[config.mk]
export PLATFORM = sky130hd
export DESIGN_NAME = first_fit_free_list_allocator
export DESIGN_NICKNAME = d
export VERILOG_FILES = /design/src/hdl/ffa_pkg.sv /design/src/hdl/first_fit_free_list_allocator.sv /design/src/hdl/ffa_ram.sv
export SDC_FILE = /design/constraint.sdc
export NUM_CORES = 2
export LEC_CHECK = 0
export BUFFER_PORTS_ARGS = -buffer_cell sky130_fd_sc_hd__buf_2
export CORE_ASPECT_RATIO = 1.4
export CORE_UTILIZATION = 60
export CTS_BUF_LIST = sky130_fd_sc_hd__clkbuf_4 sky130_fd_sc_hd__clkbuf_8
export CTS_CLUSTER_SIZE = 14
export DETAILED_ROUTE_END_ITERATION = 16
export GPL_TIMING_DRIVEN = 1
export PLACE_DENSITY = 0.84
export SLEW_MARGIN = 20
export SYNTH_ARGS = -nofsm -noshare
export SYNTH_HDL_FRONTEND = slang
export SYNTH_SLANG_ARGS = --single-unit
[constraint.sdc]
create_clock -name aclk -period 16.9 [get_ports aclk]
set_input_delay 3.38 -clock aclk [delete_from_list [all_inputs] [get_ports aclk]]
set_output_delay 3.38 -clock aclk [all_outputs]
set_load 0.01 [all_outputs]
[src/hdl/ffa_pkg.sv]
// Shared constants, types and codes for the first-fit free-list allocator.
// No dependencies; imported by the top level and the testbench.
package ffa_pkg;

    localparam int HEAP_BYTES   = 1024;
    localparam int ALIGN_BYTES  = 8;
    localparam int HEADER_BYTES = 16;
    localparam int HDR_DEPTH    = HEAP_BYTES / ALIGN_BYTES;

    localparam int IDX_W    = $clog2(HDR_DEPTH);
    localparam int ALIGN_SH = $clog2(ALIGN_BYTES);
    localparam int ADDR_W   = $clog2(HEAP_BYTES);
    localparam int BYTES_W  = 11;
    localparam int SIZE_W   = 11;
    localparam int NEED_W   = BYTES_W + 1;
    localparam int SPLIT_W  = NEED_W + 1;
    localparam int STAT_W   = 2;

    localparam logic [SIZE_W-1:0] RESET_SIZE = SIZE_W'(HEAP_BYTES - HEADER_BYTES);
    localparam int HDR_SLOTS = HEADER_BYTES / ALIGN_BYTES;

    typedef enum logic {
        CMD_ALLOC = 1'b0,
        CMD_FREE  = 1'b1
    } cmd_t;

    typedef enum logic [STAT_W-1:0] {
        STAT_OK      = 2'd0,
        STAT_ZERO    = 2'd1,
        STAT_NOSPACE = 2'd2
    } status_t;

    typedef enum logic [2:0] {
        ST_IDLE,
        ST_WALK,
        ST_SPLIT,
        ST_LINK,
        ST_CLEAR,
        ST_RESP
    } state_t;

    // free-list link: valid clear means null
    typedef struct packed {
        logic             valid;
        logic [IDX_W-1:0] idx;
    } link_t;

endpackage

[src/hdl/first_fit_free_list_allocator.sv]
// First-fit free-list heap allocator, top level.
// Depends on ffa_pkg and two ffa_ram instances (header size store, header link store).
//
// Usage
//   Input channel (s_*): one transaction per command. s_tuser is the command
//   (0 allocate, 1 free); s_tdata carries alloc_bytes and free_address.
//   Result channel (m_*): exactly one transaction per command, in order, with
//   data_address and status in m_tdata.
//   Allocate rounds the request up to the alignment and walks the free list
//   from its head, one header read per cycle out of the header RAMs. The
//   first block that fits is split (tail stays free) or unlinked whole.
//   Free pushes the header onto the head of the list.
// Walk / throughput
//   Free, zero-size request or empty list: straight from accept to the response state.
//   Allocate: a walk over N headers, N = headers visited (1..128), then the split
//   state (when split), link and clear; a walk that finds no fit goes to response.
//   The walk loop runs through the read port of the header RAMs.
//   One command is in flight at a time; a new command is accepted once the
//   previous one has reached the output register.
// Reset
//   aresetn low for one cycle or more: the list holds one free block at
//   index 0 spanning the heap less one header; no clearing pass is needed.
// Stall
//   While m_tready is low the result waits in the output register; a finished
//   command behind it waits in the response state and s_tready stays low.
module first_fit_free_list_allocator (
    input  logic        aclk,
    input  logic        aresetn,
    // input channel
    input  logic        s_tvalid,
    output logic        s_tready,
    input  logic [23:0] s_tdata,  // [10:0] alloc_bytes, [20:11] free_address, [23:21] zero
    input  logic        s_tuser,  // [0] command
    // result channel
    output logic        m_tvalid,
    input  logic        m_tready,
    output logic [15:0] m_tdata   // [9:0] data_address, [11:10] status, [15:12] zero
);

    import ffa_pkg::*;

    // ---------------------------------------------------------------- registers
    state_t                state_reg, state_next;
    logic [IDX_W-1:0]      head_reg, head_next;
    logic                  head_valid_reg, head_valid_next;
    logic [IDX_W-1:0]      cur_reg, cur_next;
    logic [IDX_W-1:0]      prev_reg, prev_next;
    logic                  prev_valid_reg, prev_valid_next;
    logic [IDX_W-1:0]      steps_reg, steps_next;
    logic [NEED_W-1:0]     need_reg, need_next;
    logic                  split_reg, split_next;
    logic [IDX_W-1:0]      nb_reg, nb_next;
    logic [SIZE_W-1:0]     remain_reg, remain_next;
    link_t                 link_cur_reg, link_cur_next;
    // entry 0 still holds its reset contents in each store
    logic                  size0_init_reg, size0_init_next;
    logic                  link0_init_reg, link0_init_next;
    logic [ADDR_W-1:0]     res_addr_reg, res_addr_next;
    status_t               res_status_reg, res_status_next;
    logic                  m_valid_reg, m_valid_next;
    logic [ADDR_W-1:0]     m_addr_reg, m_addr_next;
    status_t               m_status_reg, m_status_next;

    // ---------------------------------------------------------------- RAM ports
    logic                  sz_we;
    logic [IDX_W-1:0]      sz_waddr;
    logic [SIZE_W-1:0]     sz_wdata;
    logic [SIZE_W-1:0]     sz_q;
    logic                  nx_we;
    logic [IDX_W-1:0]      nx_waddr;
    link_t                 nx_wdata;
    logic [$bits(link_t)-1:0] nx_q;

    // ---------------------------------------------------------------- decode
    logic                  in_acc;
    cmd_t                  cmd;
    logic [BYTES_W-1:0]    req_bytes;
    logic [ADDR_W-1:0]     free_addr;
    logic [ADDR_W-1:0]     free_hdr;
    logic [IDX_W-1:0]      free_idx;
    logic [NEED_W-1:0]     need_calc;
    logic [SIZE_W-1:0]     size_rd;
    link_t                 link_rd;
    logic                  fit;
    logic                  fits_split;
    logic                  walk_fail;
    logic                  resp_load;
    link_t                 head_sel;

    assign cmd       = cmd_t'(s_tuser);
    assign req_bytes = s_tdata[BYTES_W-1:0];
    assign free_addr = s_tdata[BYTES_W +: ADDR_W];
    assign in_acc    = s_tvalid && s_tready;

    assign need_calc = ((NEED_W'(req_bytes) + NEED_W'(ALIGN_BYTES - 1)) >> ALIGN_SH)
                       << ALIGN_SH;
    assign free_hdr  = free_addr - ADDR_W'(HEADER_BYTES);
    assign free_idx  = free_hdr[ADDR_W-1:ALIGN_SH];

    // overlay reset contents of entry 0 until it is first written
    assign size_rd = (size0_init_reg && cur_reg == '0) ? RESET_SIZE : sz_q;
    assign link_rd = (link0_init_reg && cur_reg == '0) ? link_t'('0) : link_t'(nx_q);

    assign fit        = NEED_W'(size_rd) >= need_reg;
    assign fits_split = SPLIT_W'(size_rd) >=
                        (SPLIT_W'(need_reg) + SPLIT_W'(HEADER_BYTES + ALIGN_BYTES));
    assign walk_fail  = !fit && (!link_rd.valid || steps_reg == '1);
    assign resp_load  = !m_valid_reg || m_tready;

    // new head or predecessor link when the found block leaves the list
    assign head_sel = split_reg ? link_t'{valid: 1'b1, idx: nb_reg} : link_cur_reg;

    ffa_ram #(.WIDTH(SIZE_W), .DEPTH(HDR_DEPTH)) u_size_ram (
        .aclk  (aclk),
        .we    (sz_we),
        .waddr (sz_waddr),
        .wdata (sz_wdata),
        .raddr (cur_next),
        .rdata (sz_q)
    );

    ffa_ram #(.WIDTH($bits(link_t)), .DEPTH(HDR_DEPTH)) u_link_ram (
        .aclk  (aclk),
        .we    (nx_we),
        .waddr (nx_waddr),
        .wdata (nx_wdata),
        .raddr (cur_next),
        .rdata (nx_q)
    );

    // ---------------------------------------------------------------- next state
    always_comb begin
        state_next = state_reg;
        unique case (state_reg)
            ST_IDLE: begin
                if (in_acc) begin
                    if (cmd == CMD_ALLOC && req_bytes != '0 && head_valid_reg) begin
                        state_next = ST_WALK;
                    end else begin
                        state_next = ST_RESP;
                    end
                end
            end
            ST_WALK: begin
                if (fit) begin
                    state_next = fits_split ? ST_SPLIT : ST_LINK;
                end else if (walk_fail) begin
                    state_next = ST_RESP;
                end
            end
            ST_SPLIT: state_next = ST_LINK;
            ST_LINK:  state_next = ST_CLEAR;
            ST_CLEAR: state_next = ST_RESP;
            ST_RESP: begin
                if (resp_load) begin
                    state_next = ST_IDLE;
                end
            end
            default:  state_next = ST_IDLE;
        endcase
    end

    // ---------------------------------------------------------------- outputs / datapath
    always_comb begin
        s_tready        = (state_reg == ST_IDLE);
        head_next       = head_reg;
        head_valid_next = head_valid_reg;
        cur_next        = cur_reg;
        prev_next       = prev_reg;
        prev_valid_next = prev_valid_reg;
        steps_next      = steps_reg;
        need_next       = need_reg;
        split_next      = split_reg;
        nb_next         = nb_reg;
        remain_next     = remain_reg;
        link_cur_next   = link_cur_reg;
        res_addr_next   = res_addr_reg;
        res_status_next = res_status_reg;
        sz_we           = 1'b0;
        sz_waddr        = cur_reg;
        sz_wdata        = need_reg[SIZE_W-1:0];
        nx_we           = 1'b0;
        nx_waddr        = cur_reg;
        nx_wdata        = '0;

        unique case (state_reg)
            ST_IDLE: begin
                if (in_acc) begin
                    res_addr_next   = '0;
                    res_status_next = STAT_OK;
                    if (cmd == CMD_FREE) begin
                        nx_we           = 1'b1;
                        nx_waddr        = free_idx;
                        nx_wdata        = link_t'{valid: head_valid_reg, idx: head_reg};
                        head_next       = free_idx;
                        head_valid_next = 1'b1;
                    end else if (req_bytes == '0) begin
                        res_status_next = STAT_ZERO;
                    end else if (!head_valid_reg) begin
                        res_status_next = STAT_NOSPACE;
                    end else begin
                        need_next       = need_calc;
                        cur_next        = head_reg;
                        prev_valid_next = 1'b0;
                        steps_next      = '0;
                    end
                end
            end
            ST_WALK: begin
                if (fit) begin
                    split_next    = fits_split;
                    nb_next       = cur_reg + IDX_W'(HDR_SLOTS)
                                    + need_reg[ALIGN_SH +: IDX_W];
                    remain_next   = size_rd - need_reg[SIZE_W-1:0] - SIZE_W'(HEADER_BYTES);
                    link_cur_next = link_rd;
                end else if (walk_fail) begin
                    res_addr_next   = '0;
                    res_status_next = STAT_NOSPACE;
                end else begin
                    prev_next       = cur_reg;
                    prev_valid_next = 1'b1;
                    cur_next        = link_rd.idx;
                    steps_next      = steps_reg + 1'b1;
                end
            end
            ST_SPLIT: begin
                // tail of the found block becomes a free block in its place
                sz_we    = 1'b1;
                sz_waddr = nb_reg;
                sz_wdata = remain_reg;
                nx_we    = 1'b1;
                nx_waddr = nb_reg;
                nx_wdata = link_cur_reg;
            end
            ST_LINK: begin
                sz_we    = 1'b1;
                sz_waddr = cur_reg;
                sz_wdata = need_reg[SIZE_W-1:0];
                if (prev_valid_reg) begin
                    nx_we    = 1'b1;
                    nx_waddr = prev_reg;
                    nx_wdata = head_sel;
                end else begin
                    head_next       = head_sel.idx;
                    head_valid_next = head_sel.valid;
                end
            end
            ST_CLEAR: begin
                nx_we           = 1'b1;
                nx_waddr        = cur_reg;
                nx_wdata        = '0;
                res_addr_next   = ADDR_W'({cur_reg, {ALIGN_SH{1'b0}}})
                                  + ADDR_W'(HEADER_BYTES);
                res_status_next = STAT_OK;
            end
            ST_RESP: begin
            end
            default: begin
            end
        endcase
    end

    // output register and entry-0 tracking
    always_comb begin
        m_valid_next    = m_valid_reg && !m_tready;
        m_addr_next     = m_addr_reg;
        m_status_next   = m_status_reg;
        if (state_reg == ST_RESP && resp_load) begin
            m_valid_next  = 1'b1;
            m_addr_next   = res_addr_reg;
            m_status_next = res_status_reg;
        end
        size0_init_next = size0_init_reg && !(sz_we && sz_waddr == '0);
        link0_init_next = link0_init_reg && !(nx_we && nx_waddr == '0);
    end

    always_ff @(posedge aclk) begin
        if (!aresetn) begin
            state_reg      <= ST_IDLE;
            head_reg       <= '0;
            head_valid_reg <= 1'b1;
            size0_init_reg <= 1'b1;
            link0_init_reg <= 1'b1;
            m_valid_reg    <= 1'b0;
        end else begin
            state_reg      <= state_next;
            head_reg       <= head_next;
            head_valid_reg <= head_valid_next;
            size0_init_reg <= size0_init_next;
            link0_init_reg <= link0_init_next;
            m_valid_reg    <= m_valid_next;
        end
    end

    always_ff @(posedge aclk) begin
        cur_reg        <= cur_next;
        prev_reg       <= prev_next;
        prev_valid_reg <= prev_valid_next;
        steps_reg      <= steps_next;
        need_reg       <= need_next;
        split_reg      <= split_next;
        nb_reg         <= nb_next;
        remain_reg     <= remain_next;
        link_cur_reg   <= link_cur_next;
        res_addr_reg   <= res_addr_next;
        res_status_reg <= res_status_next;
        m_addr_reg     <= m_addr_next;
        m_status_reg   <= m_status_next;
    end

    assign m_tvalid = m_valid_reg;
    assign m_tdata  = 16'({m_status_reg, m_addr_reg});

    // ---------------------------------------------------------------- assertions
    a_walk_bounded: assert property (@(posedge aclk) disable iff (!aresetn)
        (state_reg == ST_WALK && !fit && steps_reg == '1) |=> state_reg == ST_RESP)
        else $error("free-list walk exceeded header count");

    a_no_write_in_resp: assert property (@(posedge aclk) disable iff (!aresetn)
        (state_reg == ST_RESP || state_reg == ST_WALK) |-> (!sz_we && !nx_we))
        else $error("header write outside update states");

    a_head_unlink: assert property (@(posedge aclk) disable iff (!aresetn)
        (state_reg == ST_LINK && !prev_valid_reg) |=>
            (head_reg == $past(head_sel.idx) && head_valid_reg == $past(head_sel.valid)))
        else $error("head not updated on unlink of first block");

    a_nospace_addr: assert property (@(posedge aclk) disable iff (!aresetn)
        (m_valid_reg && m_status_reg != STAT_OK) |-> m_addr_reg == '0)
        else $error("address reported on failed allocate");

endmodule

[src/hdl/ffa_ram.sv]
// Generic single-write, single-read synchronous RAM with registered read data.
// No dependencies.
module ffa_ram #(
    parameter int WIDTH = 8,
    parameter int DEPTH = 128
) (
    input  logic                     aclk,
    input  logic                     we,
    input  logic [$clog2(DEPTH)-1:0] waddr,
    input  logic [WIDTH-1:0]         wdata,
    input  logic [$clog2(DEPTH)-1:0] raddr,
    output logic [WIDTH-1:0]         rdata
);

    logic [WIDTH-1:0] mem [DEPTH];

    always_ff @(posedge aclk) begin
        if (we) begin
            mem[waddr] <= wdata;
        end
        rdata <= mem[raddr];
    end

endmodule

==> results.ini <==
[logic_synthesis]
ys_warn_count = 0
avgSynthCellArea_um2 = 13.6
synthArstFlopShare = 0
syn-cell-area_mm2 = 0.103
seq_area_frac_synth = 0.734
syn-instance-count = 7593
ys.flop_type = edfxtp_1
ys_ff_latch = 2541
ys_types = 92
synth_edf_count = 2501

[critical_path]
crit_fanout = 64
r2r-end = u_size_ram.rdata[6]
worstPathRequired_ps = 17840
start_kind = input pin
worst-endpoint-arrival_ps = 11050
critPathKind = input pin to register
cp-end-kind = register
worstReg2RegStart = cur_reg[3]
reg2reg_depth = 19
rrSetupSlack_ps = 7850

[floorplan]
die_h_um = 493
num_rows = 179
ioPinCount = 47
start_util = 0.606
core_area_mm2 = 0.171
die_x_um = 353
die_area_mm2 = 0.174

[placement]
place_congestion = 0.994
hpwlAfterDp_mm = 183
portBuffers = 33
place_ws_ps = 6050

[global_route]
grt_overflow_total = 0
grt_pass1_vias = 66554
grt_antenna_before_repair = 17
grt_pass1_wl_mm = 435
grt_max_degree = 186
grtUsageTotal = 0.345

[cells_and_area]
fin_nets = 7775
area_growth_pct = 9.21
largest_reg_flops = 1408
largest_register = u_size_ram.mem
top_regs = u_size_ram.mem x1408, u_link_ram.mem x1024
drive_above_1_share = 0.112

[cts]
cts-root-buf = clkbuf_8
hold_buffers = 0
cts_setup_buffers = 0
cts_buffers = 372
clockBufferDepth = 4
insertion_delay_ps = 1120
htreeDepth = 5
cts_resized = 0
clk_pin_slew_worst_paths_ps = 70
clkSinkCount = 2541
tritoncts = built

[routing]
antenna_left = 0
routed_wl_mm = 305
drc = 0
first_pass_iters = 7
drtIter0Drc = 11283
via_per_inst = 6.70
routedWlPerCell_um = 29.7
vias = 68751

[sta]
hold_violations = 0
relSlewSlack = 0.118
rsz0062_at_grt = no
fmax_mhz = 99.0
setup_violations = 0
worst_slack_ps = 6800
finClkSkew_ps = 123
worstMarginPinSlew_ps = 1320
min_period_over_period = 0.598
tns_ps = 0
min_period_ps = 10100
maxSlewViolCount = 0

[outcome]
outcome = finished clean

[power]
p_total_mw = 19.2
p_per_area_mw_per_mm2 = 170
p_leak_nw = 39.4
ir_drop_uv = 201

[worst_hold_path]
hold_class = register to register
hold_depth = 0
hold_start = res_addr_reg[5]
holdPathEnd = m_addr_reg[5]

[flow_run]
max_cap_viol_count = 0

## cells by family after synthesis
logic type / Yosys count / share of synthesized area
compound gates: 845 / 0.0564
xor+xnor: 42 / 0.00356
fa+ha+maj: 49 / 0.00600
buf+inv: 533 / 0.0268
flops: 2541 / 0.734
mux: 411 / 0.0401
other cells: 1 / 0.0000363
simple gates: 3171 / 0.133
## metrics by stage
stage | cell area (µm²) | instances | util | hold slack (ps)
floorplan | 103000 | 7599 | - | 400
global placement | 106000 | 9582 | 0.619 | 406
detailed placement | 106000 | 9584 | 0.619 | 408
CTS | 113000 | 10249 | 0.661 | 425
global route | 113000 | 10252 | 0.662 | 427
finish | 113000 | 10261 | 0.662 | 432
## synthesized netlist by cell type, drive strengths merged, types with 5 or more instances
cell	n	area share
a2111oi	8	0.00068
a211oi	26	0.0019
a21o	7	0.00052
a21oi	210	0.010
a221o	5	0.00048
a221oi	56	0.0051
a22o	7	0.00059
a22oi	45	0.0033
a311oi	23	0.0020
a31oi	132	0.0081
a32oi	92	0.0078
and2	21	0.0013
and3	94	0.0057
and4	7	0.00062
buf	357	0.020
clkbuf	110	0.0040
dfxtp	40	0.0077
edfxtp	2501	0.73
ha	48	0.0058
inv	66	0.0024
mux2	5	0.00062
mux2i	405	0.039
nand2	1785	0.065
nand2b	20	0.0012
nand3	597	0.029
nand3b	8	0.00058
nand4	89	0.0055
nand4b	9	0.00076
nor2	387	0.014
nor2b	48	0.0029
nor3	40	0.0023
nor4	27	0.0018
o2111ai	22	0.0019
o211ai	24	0.0017
o21a	7	0.00051
o21ai	70	0.0034
o21bai	6	0.00044
o221ai	6	0.00068
o22ai	56	0.0034
o31ai	11	0.00080
or3	10	0.00060
or4	22	0.0016
xnor2	32	0.0027
xor2	10	0.00085
## worst max path at each step
stage	startpoint	end	slack, ps	depth (start not counted)
finish	s_tdata[1]	u_size_ram.rdata[3]	6800	15
global route	s_tdata[1]	u_size_ram.rdata[7]	6760	16
CTS	s_tdata[1]	u_size_ram.rdata[3]	7220	15
detailed placement	s_tdata[1]	u_size_ram.rdata[3]	6050	15
global placement	s_tdata[1]	u_size_ram.rdata[3]	6200	15
floorplan	s_tvalid	u_link_ram.mem[0][3]	9060	2
## cell type report
cell class | instances | area, µm²
Fill cell | 10919 | 57700
Clock inverter | 199 | 1240
Multi-Input combinational cell | 4525 | 25300
Inverter | 66 | 268
Timing Repair Buffer | 191 | 1510
Clock buffer | 466 | 5880
Antenna cell | 11 | 27.5
Sequential cell | 2541 | 75900
Tap cell | 2262 | 2830
## critical path: stages
cell and delay (ps):
buf_2 100, nor3_1 410, nand3_1 350, nand2b_1 520
mux2i_4 860, a21o_4 770, buf_4 760, buf_4 650
buf_4 750, mux2i_1 270, mux2i_1 100, o22ai_1 650
nor4_2 270, a31oi_1 860, nand4_1 200
## power by group
part           internal (mW)  switching [mW]
sequential              7.37           0.114
clock                   2.48            2.35
combinational           1.82            5.02
## metal layers
layer	vias to the layer above	GRT usage	routed length (µm)
met5	-	0.00137	57
met4	10	0.309	31900
met3	1419	0.0850	37400
met2	5814	0.542	141000
met1	32968	0.394	94200
li1	28540	-	-
## cell usage in the layout, fill, tap and decap left out, types with 52 or more instances in the layout
cell / n
o22ai_1: 56
clkbuf_4: 85
clkbuf_8: 381
a32oi_1: 92
buf_4: 144
mux2i_1: 404
nand3_1: 593
a21oi_1: 208
a31oi_1: 131
a221oi_1: 54
nor2_2: 61
nor2_1: 322
edfxtp_1: 2501
nand2_1: 1781
clkinv_1: 108
o21ai_0: 52
inv_1: 61
clkinv_2: 60
and3_1: 94
nand4_1: 88
Note: power is estimated with default switching activity, not from simulation.
